$ cat src/rtl/ckn_pkg.sv
// ----------------------------------------------------------------------------
// ckn_pkg
// Shared types, constants and helpers for the color key neighbor fill core.
// ----------------------------------------------------------------------------
package ckn_pkg;

    localparam int MAX_WIDTH  = 1024;
    localparam int HIST_DEPTH = 2 * MAX_WIDTH + 3;
    localparam int AW         = $clog2(HIST_DEPTH);      // history address bits
    localparam int WW         = 11;                      // width register bits
    localparam int CW         = $clog2(MAX_WIDTH);       // column bits
    localparam int TW         = 12;                      // frame tag bits
    localparam int SW         = 11;                      // channel sum bits
    localparam int DIV_STEPS  = SW;

    // configuration register indexes
    localparam logic [2:0] REG_WIDTH     = 3'd0;
    localparam logic [2:0] REG_KEY_RED   = 3'd1;
    localparam logic [2:0] REG_KEY_GREEN = 3'd2;
    localparam logic [2:0] REG_KEY_BLUE  = 3'd3;
    localparam logic [2:0] REG_KEY_ALPHA = 3'd4;

    // window read steps: center first, then the eight neighbors
    localparam logic [3:0] STEP_CENTER      = 4'd0;
    localparam logic [3:0] STEP_UPPER_LEFT  = 4'd1;
    localparam logic [3:0] STEP_LEFT        = 4'd2;
    localparam logic [3:0] STEP_LOWER_LEFT  = 4'd3;
    localparam logic [3:0] STEP_ABOVE       = 4'd4;
    localparam logic [3:0] STEP_BELOW       = 4'd5;
    localparam logic [3:0] STEP_LOWER_RIGHT = 4'd6;
    localparam logic [3:0] STEP_RIGHT       = 4'd7;
    localparam logic [3:0] STEP_UPPER_RIGHT = 4'd8;
    localparam logic [3:0] STEP_LAST        = STEP_UPPER_RIGHT;

    typedef struct packed {
        logic          present;
        logic          first;
        logic [TW-1:0] tag;
        logic [CW-1:0] col;
        logic [7:0]    red;
        logic [7:0]    green;
        logic [7:0]    blue;
        logic [7:0]    alpha;
    } t_slot;

    typedef struct packed {
        logic       push;
        logic       rd;
        logic       ev_center;
        logic       ev_nb;
        logic       div_init;
        logic       div_step;
        logic       load_out;
        logic [3:0] step;
    } t_cmd;

    typedef struct packed {
        logic center_ok;
        logic center_key;
        logic out_free;
    } t_sts;

    // distance back in the history for a given read step
    function automatic logic [AW-1:0] step_offset(input logic [3:0] step,
                                                  input logic [WW-1:0] w);
        logic [AW-1:0] wx;
        logic [AW-1:0] r;
        wx = AW'(w);
        case (step)
            STEP_CENTER:      r = wx + AW'(1);
            STEP_UPPER_LEFT:  r = (wx << 1) + AW'(2);
            STEP_LEFT:        r = wx + AW'(2);
            STEP_LOWER_LEFT:  r = AW'(2);
            STEP_ABOVE:       r = (wx << 1) + AW'(1);
            STEP_BELOW:       r = AW'(1);
            STEP_LOWER_RIGHT: r = '0;
            STEP_RIGHT:       r = wx;
            STEP_UPPER_RIGHT: r = wx << 1;
            default:          r = '0;
        endcase
        return r;
    endfunction

endpackage

$ cat src/rtl/ckn_ctrl.sv
// ----------------------------------------------------------------------------
// ckn_ctrl
// Sequencer: accept, window reads, divide, hand-off to the output register.
// ----------------------------------------------------------------------------
module ckn_ctrl
    import ckn_pkg::*;
(
    input  logic i_clk,
    input  logic i_rst_n,
    input  logic i_in_valid,
    output logic o_in_ready,
    input  t_sts i_sts,
    output t_cmd o_cmd
);

    localparam logic [2:0] S_IDLE = 3'd0;
    localparam logic [2:0] S_READ = 3'd1;
    localparam logic [2:0] S_EVAL = 3'd2;
    localparam logic [2:0] S_DIV  = 3'd3;
    localparam logic [2:0] S_OUT  = 3'd4;

    logic [2:0] r_state, n_state;
    logic [3:0] r_step, n_step;
    logic [3:0] r_div, n_div;

    assign o_in_ready = (r_state == S_IDLE);

    always_comb begin
        n_state = r_state;
        n_step  = r_step;
        n_div   = r_div;
        o_cmd   = '0;
        o_cmd.step = r_step;
        case (r_state)
            S_IDLE: begin
                if (i_in_valid) begin
                    o_cmd.push = 1'b1;
                    n_step     = STEP_CENTER;
                    n_state    = S_READ;
                end
            end
            S_READ: begin
                o_cmd.rd = 1'b1;
                n_state  = S_EVAL;
            end
            S_EVAL: begin
                if (r_step == STEP_CENTER) begin
                    o_cmd.ev_center = 1'b1;
                    if (!i_sts.center_ok) begin
                        n_state = S_IDLE;
                    end else if (!i_sts.center_key) begin
                        n_state = S_OUT;
                    end else begin
                        n_step  = r_step + 4'd1;
                        n_state = S_READ;
                    end
                end else begin
                    o_cmd.ev_nb = 1'b1;
                    if (r_step == STEP_LAST) begin
                        n_div   = '0;
                        n_state = S_DIV;
                    end else begin
                        n_step  = r_step + 4'd1;
                        n_state = S_READ;
                    end
                end
                if (r_step == STEP_LAST) begin
                    o_cmd.div_init = 1'b1;
                end
            end
            S_DIV: begin
                o_cmd.div_step = 1'b1;
                n_div = r_div + 4'd1;
                if (r_div == 4'(DIV_STEPS - 1)) begin
                    n_state = S_OUT;
                end
            end
            S_OUT: begin
                if (i_sts.out_free) begin
                    o_cmd.load_out = 1'b1;
                    n_state = S_IDLE;
                end
            end
            default: n_state = S_IDLE;
        endcase
    end

    always_ff @(posedge i_clk) begin
        if (!i_rst_n) begin
            r_state <= S_IDLE;
            r_step  <= '0;
            r_div   <= '0;
        end else begin
            r_state <= n_state;
            r_step  <= n_step;
            r_div   <= n_div;
        end
    end

endmodule

$ cat config.mk
export PLATFORM = sky130hd
export DESIGN_NAME = ckn_ctrl
export DESIGN_NICKNAME = d
export VERILOG_FILES = /design/src/rtl/ckn_pkg.sv /design/src/rtl/ckn_ctrl.sv
export SDC_FILE = /design/constraint.sdc
export NUM_CORES = 1
export LEC_CHECK = 0
export BUFFER_PORTS_ARGS = -buffer_cell sky130_fd_sc_hd__buf_2
export CAP_MARGIN = 10
export CORE_UTILIZATION = 41
export DETAILED_ROUTE_END_ITERATION = 12
export HOLD_SLACK_MARGIN = 0.06
export PLACE_DENSITY = 0.67
export SETUP_SLACK_MARGIN = 0.1
export SKIP_CTS_REPAIR_TIMING = 1
export SYNTH_ARGS = -nofsm -noshare
export SYNTH_HDL_FRONTEND = slang
export SYNTH_SLANG_ARGS = --single-unit
$ cat constraint.sdc
create_clock -name i_clk -period 2.6 [get_ports i_clk]
set_input_delay 0.52 -clock i_clk [delete_from_list [all_inputs] [get_ports i_clk]]
set_output_delay 0.52 -clock i_clk [all_outputs]
set_load 0.02 [all_outputs]
# [Word level (Yosys, flattened, before mapping)]
# Index checks and enable logic that the tools add are counted.
[word_totals] register_bits=11 out_inout_bits=12 word_cells=53
[classes] n_addsub=2 n_eq_ne=14 reduce_logical=7 n_mux=27
[op_table] cell="4-bit 2-to-1 mux" count=7
[op_table] cell="3-bit 2-to-1 mux" count=7
[op_table] cell="4-bit one-hot mux with 2 select lines" count=2
[op_table] cell="3-bit one-hot mux with 5 select lines" count=1
[op_table] cell="2-bit != test (second input constant)" count=5
[op_table] cell="1-bit 2-to-1 mux" count=9
[op_table] cell="3-bit != test (second input constant)" count=3
[op_table] cell="4-bit by 1-bit adder with 4-bit output (second input constant)" count=2
[op_table] cell="4-bit == test (second input constant)" count=2
[op_table] cell="3-bit by 2-bit == test with 1-bit output (second input constant)" count=2
[op_table] cell="3-bit AND reduction" count=2
[op_table] cell="5-bit AND reduction" count=1
[op_table] cell="4-bit logical NOT" count=1
[op_table] cell="2-bit nonzero test" count=2
[op_table] cell="3-bit by 1-bit == test with 1-bit output (second input constant)" count=1
[op_table] cell="3-bit == test (second input constant)" count=1
[op_table] cell="3-bit logical NOT" count=1
[op_table] cell="2-bit 2-to-1 mux" count=1

# [Depth between registers and ports, before layout]
# Gate-level depths: netlist of run 1.
[depth] depth_word=5 depth_mapped=6

# [Worst setup path before layout of run 1]
# No wires, ideal clock.
[synth_path] path_type="register to output" startpoint="register r_state[1]" endpoint="output port o_cmd[10] (netlist name)" path_stages_with_launch=4 arrival_time_ns=1.333 setup_slack_ns=0.747 required_ns=2.080 cell_sequence="dfxtp_1 buf_2 nor3_1 and2_1"
[synth_lines] item="start, declared" line_no="ckn_ctrl.sv:22" rtl="logic [2:0] r_state, n_state;"
[synth_lines] item="start signal, assigned" line_no="ckn_ctrl.sv:94" rtl="r_state <= n_state;"
[synth_lines] item="end, declared" line_no="ckn_ctrl.sv:13" rtl="output t_cmd o_cmd"

==> flow_metrics.env, run 1 <==
export IMPL_crit_path_end_kind="output pin"
export IMPL_clock_sinks=11
export IMPL_routed_wirelength_um=1444
export IMPL_final_layout_size_suffix_gt1_frac=0.2323
export IMPL_yosysMostFrequentCell="dfxtp_1"
export IMPL_pin_count=18
export IMPL_crit_buf_inv=1
export IMPL_ys_flop_type="dfxtp_1"
export IMPL_port_buffers=17
export IMPL_die_y_um=43.49
export IMPL_fin_crit_sh=0.8237
export IMPL_syn_to_final_growth_pct=14.72
export IMPL_crit_slowest_cell="dfxtp_1"
export IMPL_hold_depth=1
export IMPL_worstSetupPathDepth=3
export IMPL_synth_edf_count=0
export IMPL_synth_top_area_cell="dfxtp_1"
export IMPL_synthesis_area_um2=705.7
export IMPL_skew_ps=7.804
export IMPL_rsz0062_at_grt="no"
export IMPL_worst_path_dominant_cell_family="simple AND/OR/NAND/NOR gates"
export IMPL_numCtsBuffers=3
export IMPL_netlist_instances=82
export IMPL_antenna_found_initial=0
export IMPL_fmax_ghz=0.4669
export IMPL_synth_commonest_cells="dfxtp_1, inv_1, ha_1, nand2_1, nor2_1"
export IMPL_path_cells="nor3b_4 -> and4b_1 -> buf_2"
export IMPL_die_area_um2=1891
export IMPL_grtUsageMet2=0.2545
export IMPL_synth_warnings=0
export IMPL_ys_ff_latch=11
export IMPL_async_reset_ff_frac=0
export IMPL_total_power_mw=0.4475
export IMPL_dp_hpwl_um=1123
export IMPL_drv_cap=0
export IMPL_ant_nets=0
export IMPL_firstDrtPassIters=4
export IMPL_crit_required_ps=2080
export IMPL_arrival_ps=1620
export IMPL_p_leak_nw=0.3735
export IMPL_peakVddDrop_v=0.0003296
export IMPL_slew_headroom=0.7655
export IMPL_diodes=0
export IMPL_post_route_min_period_ps=2142
export IMPL_fin_nets=111
export IMPL_grt_overflow_total=0
export IMPL_synth_top_area_share=0.3121
export IMPL_grt_busiest_layer="met2"
export IMPL_drtIter0Drc=13
export IMPL_synth_fp_nets=93
export IMPL_rows=14
export IMPL_grt_max_degree=13
export IMPL_synth_area_per_cell_um2=8.606
export IMPL_synthTopCellsByArea="dfxtp_1, ha_1, a32o_1"
export IMPL_ys_seq_area_frac=0.3121
export IMPL_synth_distinct_cells=37
export IMPL_cts_tree="built"
export IMPL_worstMarginPinSlew_ps=351.3
export IMPL_tns_ps=0
export IMPL_die_x_um=43.49
export IMPL_worstRegToRegCells=6
export IMPL_avgRoutedWirePerCell_um=12.56
export IMPL_slowest_delay_ps=530
export IMPL_grt_pass1_wl_um=2449
export IMPL_place_congestion=0.8232
export IMPL_hold_violations=0
export IMPL_critPathKind="reg -> out"
export IMPL_viasPerCell=5.600
export IMPL_grt_pass1_vias=557
export IMPL_multi_input_area_um2=427.9
export IMPL_status="finished clean"
export IMPL_hp_class="reg -> reg"
export IMPL_finalSetupViolations=0
export IMPL_start_util=0.4526
export IMPL_routed_via_count=644
export IMPL_power_density_nw_per_um2=552.8
export IMPL_grt_use_met1=0.2487
export IMPL_met3_usage=0.06667
export IMPL_clk_pin_slew_ps=60
export IMPL_clkLatencyLatePin_ps=270
export IMPL_core_um2=1559
export IMPL_critPathMaxFanout=12
export IMPL_worstSetupStartpointType="flop"
export IMPL_fillers=156
export IMPL_cts_htree_levels=1
export IMPL_drc_errors=0
export IMPL_cts_root_buf="clkbuf_4"
export IMPL_regArea_um2=220.2
export IMPL_grt_total_usage=0.1755
export IMPL_clk_path_buf_depth=2
export IMPL_slew_viol_final=0
-- logic make-up after synthesis --
family          Yosys count  share of synthesized area
buf+inv                  12                    0.08155
simple gates             33                     0.2837
compound gates           19                     0.2092
fa+ha+maj                 5                    0.08865
xor+xnor                  2                    0.02483
flops                    11                     0.3121
-- worst paths after layout --
kind                                 start        end  slack [ps]
worst max-delay path            r_state[1]   o_cmd[6]         460
worst min-delay path             r_step[3]  r_step[3]         520
worst max register to register   r_step[0]  r_step[1]         990
worst min register to register   r_step[3]  r_step[3]         520
-- stage by stage --
stage               setup slack, ps  std cells  hold slack, ps  cell area [um2]    util
floorplan                     746.8         82           479.5            705.7       -
global placement              780.5        111           496.8            783.3  0.5024
detailed placement            762.2        111           500.2            783.3  0.5024
CTS                           469.9        115           516.8            809.5  0.5193
global route                  358.3        115           571.0            809.5  0.5193
finish                        458.3        115           516.7            809.5  0.5193
-- final cells by class --
cell class	instances	share of cell area
Inverter	8	0.03709
Sequential cell	11	0.2720
Clock buffer	4	0.03246
Multi-Input combinational cell	59	0.5286
Timing Repair Buffer	17	0.1051
Tap cell	16	0.02473
-- metal layers --
metal  vias up  share of wire
li1        334              -
met1       289           0.49
met2        19           0.44
met3         2          0.057
met4         0         0.0076
met5         -              0
-- power by group --
group / switching (mW) / internal (mW)
Sequential: 0.0230 / 0.178
Combinational: 0.0768 / 0.0542
Clock: 0.0557 / 0.0594
-- registers in the layout, indices dropped and copies added (netlist names) --
signal and cells:
r_div 4, r_step 4, r_state 3
-- placed cells by master (no fill, tap or decap) --
| master | Yosys | layout |
|---|---|---|
| buf_2 | 1 | 17 |
| inv_2 | 1 | 1 |
| a32o_1 | 4 | 4 |
| a31o_2 | 1 | 1 |
| nor2b_1 | 3 | 3 |
| clkbuf_1 | 1 | 1 |
| nand3_1 | 1 | 1 |
| o31a_1 | 1 | 1 |
| and4b_1 | 1 | 1 |
| a22o_1 | 1 | 1 |
| inv_1 | 7 | 7 |
| nand4_1 | 2 | 2 |
| a21oi_1 | 3 | 3 |
| ha_1 | 5 | 5 |
| nand3b_1 | 2 | 2 |
| o211ai_1 | 1 | 1 |
| nand4b_1 | 1 | 1 |
| nor3b_4 | 1 | 1 |
| nand2b_1 | 1 | 1 |
| and2_1 | 4 | 4 |
| and3_1 | 2 | 2 |
| dfxtp_1 | 11 | 11 |
| o21a_1 | 1 | 1 |
| and4_1 | 1 | 1 |
| nand2_1 | 5 | 5 |
| o21ai_0 | 1 | 1 |
| a41o_1 | 1 | 1 |
| o22ai_1 | 1 | 1 |
| nor2_1 | 5 | 5 |
| o21bai_1 | 2 | 2 |
| xor2_1 | 2 | 2 |
| nor3_1 | 3 | 3 |
| nor4_1 | 1 | 1 |
| a31oi_1 | 1 | 1 |
| clkbuf_4 | 0 | 3 |
| o311ai_0 | 1 | 1 |
Note: power is estimated with default switching activity, not from simulation.
==> run 2, diff against run 1 <==
PLACE_DENSITY = 0.7   (was 0.67)
clock period = 1.9 ns   (was 2.6 ns; I/O delays follow)
==> flow_metrics.env, run 2 (synthesis gave the netlist of run 1 again) <==
export IMPL_status="finished clean"
export IMPL_clk_pin_slew_ps=60
export IMPL_die_x_um=43.49
export IMPL_syn_to_final_growth_pct=22.16
export IMPL_final_common_cell="buf_2"
export IMPL_antenna_found_initial=0
export IMPL_routed_wirelength_um=1564
export IMPL_layout_common_cells="buf_2, dfxtp_1, inv_1, buf_4"
export IMPL_worstSetupStartpointType="flop"
export IMPL_highest_layer="met4"
export IMPL_cts_htree_levels=1
export IMPL_crit_required_ps=1520
export IMPL_crit_slowest_cell="dfxtp_2"
export IMPL_p_leak_nw=0.4017
export IMPL_die_area_um2=1891
export IMPL_hp_class="in -> reg"
export IMPL_hold_slack_ps=435.4
export IMPL_slew_headroom=0.7956
export IMPL_tns_ps=0
export IMPL_die_y_um=43.49
export IMPL_wl_met3_um=96
export IMPL_grt_max_degree=13
export IMPL_numCtsBuffers=3
export IMPL_arrival_ps=1360
export IMPL_critPathMaxFanout=9
export IMPL_grt_total_usage=0.1747
export IMPL_routed_via_count=695
export IMPL_peakVddDrop_v=0.0005060
export IMPL_drtIter0Drc=32
export IMPL_start_util=0.4526
export IMPL_instances_no_fill=120
export IMPL_drc_errors=0
export IMPL_path_cells="nor3b_4 -> and4b_2 -> buf_4"
export IMPL_slew_viol_final=0
export IMPL_total_power_mw=0.6392
export IMPL_dp_hpwl_um=1165
export IMPL_clkLatencyLatePin_ps=270
export IMPL_viasPerCell=5.792
export IMPL_drv_cap=0
export IMPL_multi_input_area_um2=436.7
export IMPL_met1_length_um=652
export IMPL_crit_path_end_kind="output pin"
export IMPL_worstMarginPinSlew_ps=302.7
export IMPL_cts_root_buf="clkbuf_4"
export IMPL_core_um2=1559
export IMPL_hold_violations=0
export IMPL_diodes=0
export IMPL_pin_count=18
export IMPL_dpl_cell_area_um2=790.8
export IMPL_fin_crit_sh=0.9163
export IMPL_regArea_um2=224.0
export IMPL_startpoint="r_state[0]"
export IMPL_avgRoutedWirePerCell_um=13.03
export IMPL_power_density_nw_per_um2=741.4
export IMPL_fmax_ghz=0.5744
export IMPL_critPathKind="reg -> out"
export IMPL_r2r_start="r_step[0]"
export IMPL_clk_path_buf_depth=2
export IMPL_dp_cells=112
export IMPL_finalSetupViolations=0
export IMPL_grt_pass1_wl_um=2428
export IMPL_slowest_delay_ps=380
export IMPL_min_from="i_rst_n"
export IMPL_final_area_um2=862.1
export IMPL_fillers=142
export IMPL_ant_nets=0
export IMPL_largestRegisters="r_div x4, r_step x4, r_state x3"
export IMPL_wl_met2_um=801
export IMPL_firstDrtPassIters=4
export IMPL_post_route_min_period_ps=1741
export IMPL_crit_buf_inv=1
export IMPL_final_layout_size_suffix_gt1_frac=0.3269
export IMPL_place_congestion=0.8522
export IMPL_fin_nets=116
export IMPL_rsz0062_at_grt="no"
export IMPL_cts_tree="built"
export IMPL_port_buffers=17
export IMPL_grt_pass1_vias=592
export IMPL_skew_ps=4.590
export IMPL_grt_overflow_total=0
export IMPL_clock_sinks=11
export IMPL_rows=14
export IMPL_worst_path_dominant_cell_family="simple AND/OR/NAND/NOR gates"
==> run 2: routing by layer <==
layer / up-vias / track usage
met5: - / 0
met4: 0 / 0.05625
met3: 2 / 0.07500
met2: 26 / 0.3030
met1: 323 / 0.1918
li1: 344 / -
==> run 2: report_power, final <==
part | switching (mW) | leakage [nW] | internal (mW) | total [mW]
clock network | 0.0745 | 0.0150 | 0.0813 | 0.156
registers | 0.0251 | 0.0903 | 0.246 | 0.271
logic | 0.123 | 0.296 | 0.0898 | 0.212
total | 0.222 | 0.402 | 0.417 | 0.639
==> run 2: worst register-to-register path, stage by stage (launching register included) <==
cell and delay [ps]:
dfxtp_2 370, inv_1 80, ha_1 230, nor2b_1 130
o21ai_0 270, and4_1 300, a22o_1 160
==> run 2: worst paths after layout <==
| path | to | slack [ps] | cells past startpoint |
|---|---|---|---|
| hold reg to reg | r_step[3] | 520 | 1 |
| setup / recovery | o_cmd[6] | 160 | 3 |
| hold / removal | r_step[3] | 440 | 3 |
| setup reg to reg | r_step[0] | 310 | 6 |
==> run 2: final cells by class <==
class | count | share of cell area
well taps | 16 | 0.02322
flip-flops and latches | 11 | 0.2598
repair buffers | 22 | 0.1451
multi-input cells | 59 | 0.5065
inverters | 8 | 0.03483
clock buffers | 4 | 0.03048
==> run 2: per-stage QoR <==
step                        util  setup WS (ps)
after floorplan                -          186.8
after global placement    0.5072          296.0
after detailed placement  0.5072          304.4
after CTS                 0.5241          71.44
after global routing      0.5530          88.22
final                     0.5530          159.0
==> run 3, diff against run 2 <==
ABC_AREA = 1   (was unset)
CTS_CLUSTER_SIZE = 10   (was unset)
PLACE_DENSITY = 0.68   (was 0.7)
==> flow_metrics.env, run 3 <==
export IMPL_status="finished clean"
export IMPL_fmax_ghz=0.5863
export IMPL_avgRoutedWirePerCell_um=10.29
export IMPL_pwr_share_comb=0.606
export IMPL_critPathKind="reg -> out"
export IMPL_grt_pass1_wl_um=2856
export IMPL_clkPwrFrac=0.114
export IMPL_worst_path_dominant_cell_family="flip-flops"
export IMPL_die_area_um2=2188
export IMPL_cts_root_buf="clkbuf_4"
export IMPL_viasPerCell=4.755
export IMPL_synth_edf_count=0
export IMPL_drc_errors=0
export IMPL_die_x_um=46.78
export IMPL_firstDrtPassIters=3
export IMPL_crit_required_ps=1520
export IMPL_hold_violations=0
export IMPL_p_leak_nw=0.4906
export IMPL_pwr_share_seq=0.279
export IMPL_fillers=195
export IMPL_critPathMaxFanout=6
export IMPL_rsz0062_at_grt="no"
export IMPL_drtIter0Drc=15
export IMPL_r2r_slack_ps=540
export IMPL_slew_viol_final=0
export IMPL_regArea_um2=222.7
export IMPL_fin_crit_sh=0.8977
export IMPL_multi_input_area_um2=526.8
export IMPL_total_power_mw=1.387
export IMPL_skew_ps=4.853
export IMPL_clk_path_buf_depth=2
export IMPL_grt_overflow_total=0
export IMPL_path_common_cell="inv_2"
export IMPL_ys_flop_type="dfxtp_1"
export IMPL_ys_ff_latch=11
export IMPL_pin_count=18
export IMPL_synthesis_area_um2=822.0
export IMPL_synth_top_area_cell="dfxtp_1"
export IMPL_synth_warnings=0
export IMPL_power_density_nw_per_um2=1434
export IMPL_routed_via_count=775
export IMPL_path_cells="inv_2 -> ha_2 -> inv_1 -> nor2_2 -> nand2_4 -> inv_2 -> buf_4"
export IMPL_synth_commonest_cells="nand2_1, nor2_1, inv_1, dfxtp_1"
export IMPL_ant_nets=0
export IMPL_synthTopCellsByArea="dfxtp_1, nand2_1, ha_1"
export IMPL_ys_seq_area_frac=0.2679
export IMPL_die_y_um=46.78
export IMPL_antenna_found_initial=0
export IMPL_peakVddDrop_v=0.0009244
export IMPL_layout_common_cells="nand2_1, buf_2, nor2_1, inv_1, dfxtp_1"
export IMPL_tns_ps=0
export IMPL_synth_area_per_cell_um2=6.966
export IMPL_drv_cap=0
export IMPL_start_util=0.4562
export IMPL_worstMarginPinSlew_ps=365.4
export IMPL_final_layout_size_suffix_gt1_frac=0.3841
export IMPL_synth_top_area_share=0.2679
export IMPL_post_route_min_period_ps=1706
export IMPL_arrival_ps=1330
export IMPL_rows=15
export IMPL_slew_headroom=0.7561
export IMPL_dp_hpwl_um=1355
export IMPL_numCtsBuffers=3
export IMPL_crit_slowest_cell="dfxtp_2"
export IMPL_crit_path_end_kind="output pin"
export IMPL_switching_share=0.5172
export IMPL_clk_pin_slew_ps=70
export IMPL_netlist_instances=118
export IMPL_worstSetupStartpointType="flop"
export IMPL_clock_sinks=11
export IMPL_largestRegisters="r_div x4, r_step x4, r_state x3"
export IMPL_fin_nets=150
export IMPL_async_reset_ff_frac=0
export IMPL_cts_htree_levels=1
export IMPL_yosysMostFrequentCell="nand2_1"
export IMPL_syn_to_final_growth_pct=17.66
export IMPL_port_buffers=17
export IMPL_internal_power_mw=0.6696
export IMPL_synth_distinct_cells=28
export IMPL_final_common_cell="nand2_1"
export IMPL_finalSetupViolations=0
export IMPL_hp_class="in -> reg"
export IMPL_place_congestion=0.7975
export IMPL_crit_buf_inv=4
export IMPL_core_um2=1802
export IMPL_grt_pass1_vias=722
export IMPL_clkLatencyLatePin_ps=270
export IMPL_slowest_delay_ps=350
export IMPL_synth_fp_nets=129
export IMPL_grt_max_degree=10
export IMPL_cts_tree="built"
export IMPL_diodes=0
export IMPL_hold_slack_ps=414.1
export IMPL_switchingPower_mw=0.7173
export IMPL_routed_wirelength_um=1677
export IMPL_grt_total_usage=0.1872
run 3: cell types whose count changed in the layout (fill, tap and decap cells not counted), moves of 3 or more:
cell     before  now
nand2_1       5   22
nor2_1        5   15
inv_2         1    8
buf_4         6    1
nand3_1       1    6
nor2_2        0    5
a32o_1        4    0
inv_1         7   11
and2_1        4    1
nand2_2       0    3
nor2_4        0    3
nor2b_1       3    0
run 3: final cells by class:
cell class	count	share of cell area
Multi-Input combinational cell	87	0.5446
Clock inverter	1	0.005175
Tap cell	25	0.03234
Clock buffer	3	0.02329
Sequential cell	11	0.2303
Timing Repair Buffer	17	0.09056
Inverter	19	0.07374
run 3: stage by stage:
stage / area, um2 / std cells / setup slack (ps) / util
final: 967.2 / 163 / 194.5 / 0.5368
after global routing: 967.2 / 163 / 112.2 / 0.5368
after CTS: 954.7 / 163 / 74.52 / 0.5299
after detailed placement: 927.1 / 159 / 380.9 / 0.5146
after global placement: 927.1 / 159 / 410.1 / 0.5146
after floorplan: 822.0 / 118 / 261.9 / -
run 3: logic make-up after synthesis:
logic type | count (synthesis) | share of synthesized area
AOI/OAI and AO/OA | 12 | 0.08828
adders and majority gates | 5 | 0.07610
DFF | 11 | 0.2679
xor gates and xnor gates | 1 | 0.01066
buffers and inverters | 20 | 0.1005
and+or+nand+nor | 69 | 0.4566
run 3: final timing paths:
| check | from | endpoint | cells after the start |
|---|---|---|---|
| setup / recovery | r_step[0] | o_cmd[6] | 7 |
| hold / removal | i_rst_n | r_state[1] | 3 |
| setup reg to reg | r_step[1] | r_step[1] | 10 |
| hold reg to reg | r_div[0] | r_div[0] | 1 |
run 3: power groups by stage:
| stage | registers, mW | clock network (mW) | logic (mW) |
|---|---|---|---|
| detailed placement | 0.381 | 0 | 0.825 |
| global route | 0.394 | 0.182 | 0.945 |
| finish | 0.387 | 0.159 | 0.841 |
| global placement | 0.372 | 0 | 0.817 |
| CTS | 0.375 | 0.168 | 0.828 |
| floorplan | 0.403 | 0 | 0.612 |
run 3: tightest hold or removal path: stages:
cell and delay (ps):
buf_2 150, nand2_1 80, inv_1 30
run 3: per-layer routing:
metal	vias to the layer above	wire, um	share of wire	global-route usage
met4	0	22	0.013	0.06857
met1	344	737	0.44	0.2042
met3	2	68	0.041	0.05769
met2	15	849	0.51	0.3389
li1	414	-	-	-
met5	-	0	0	0
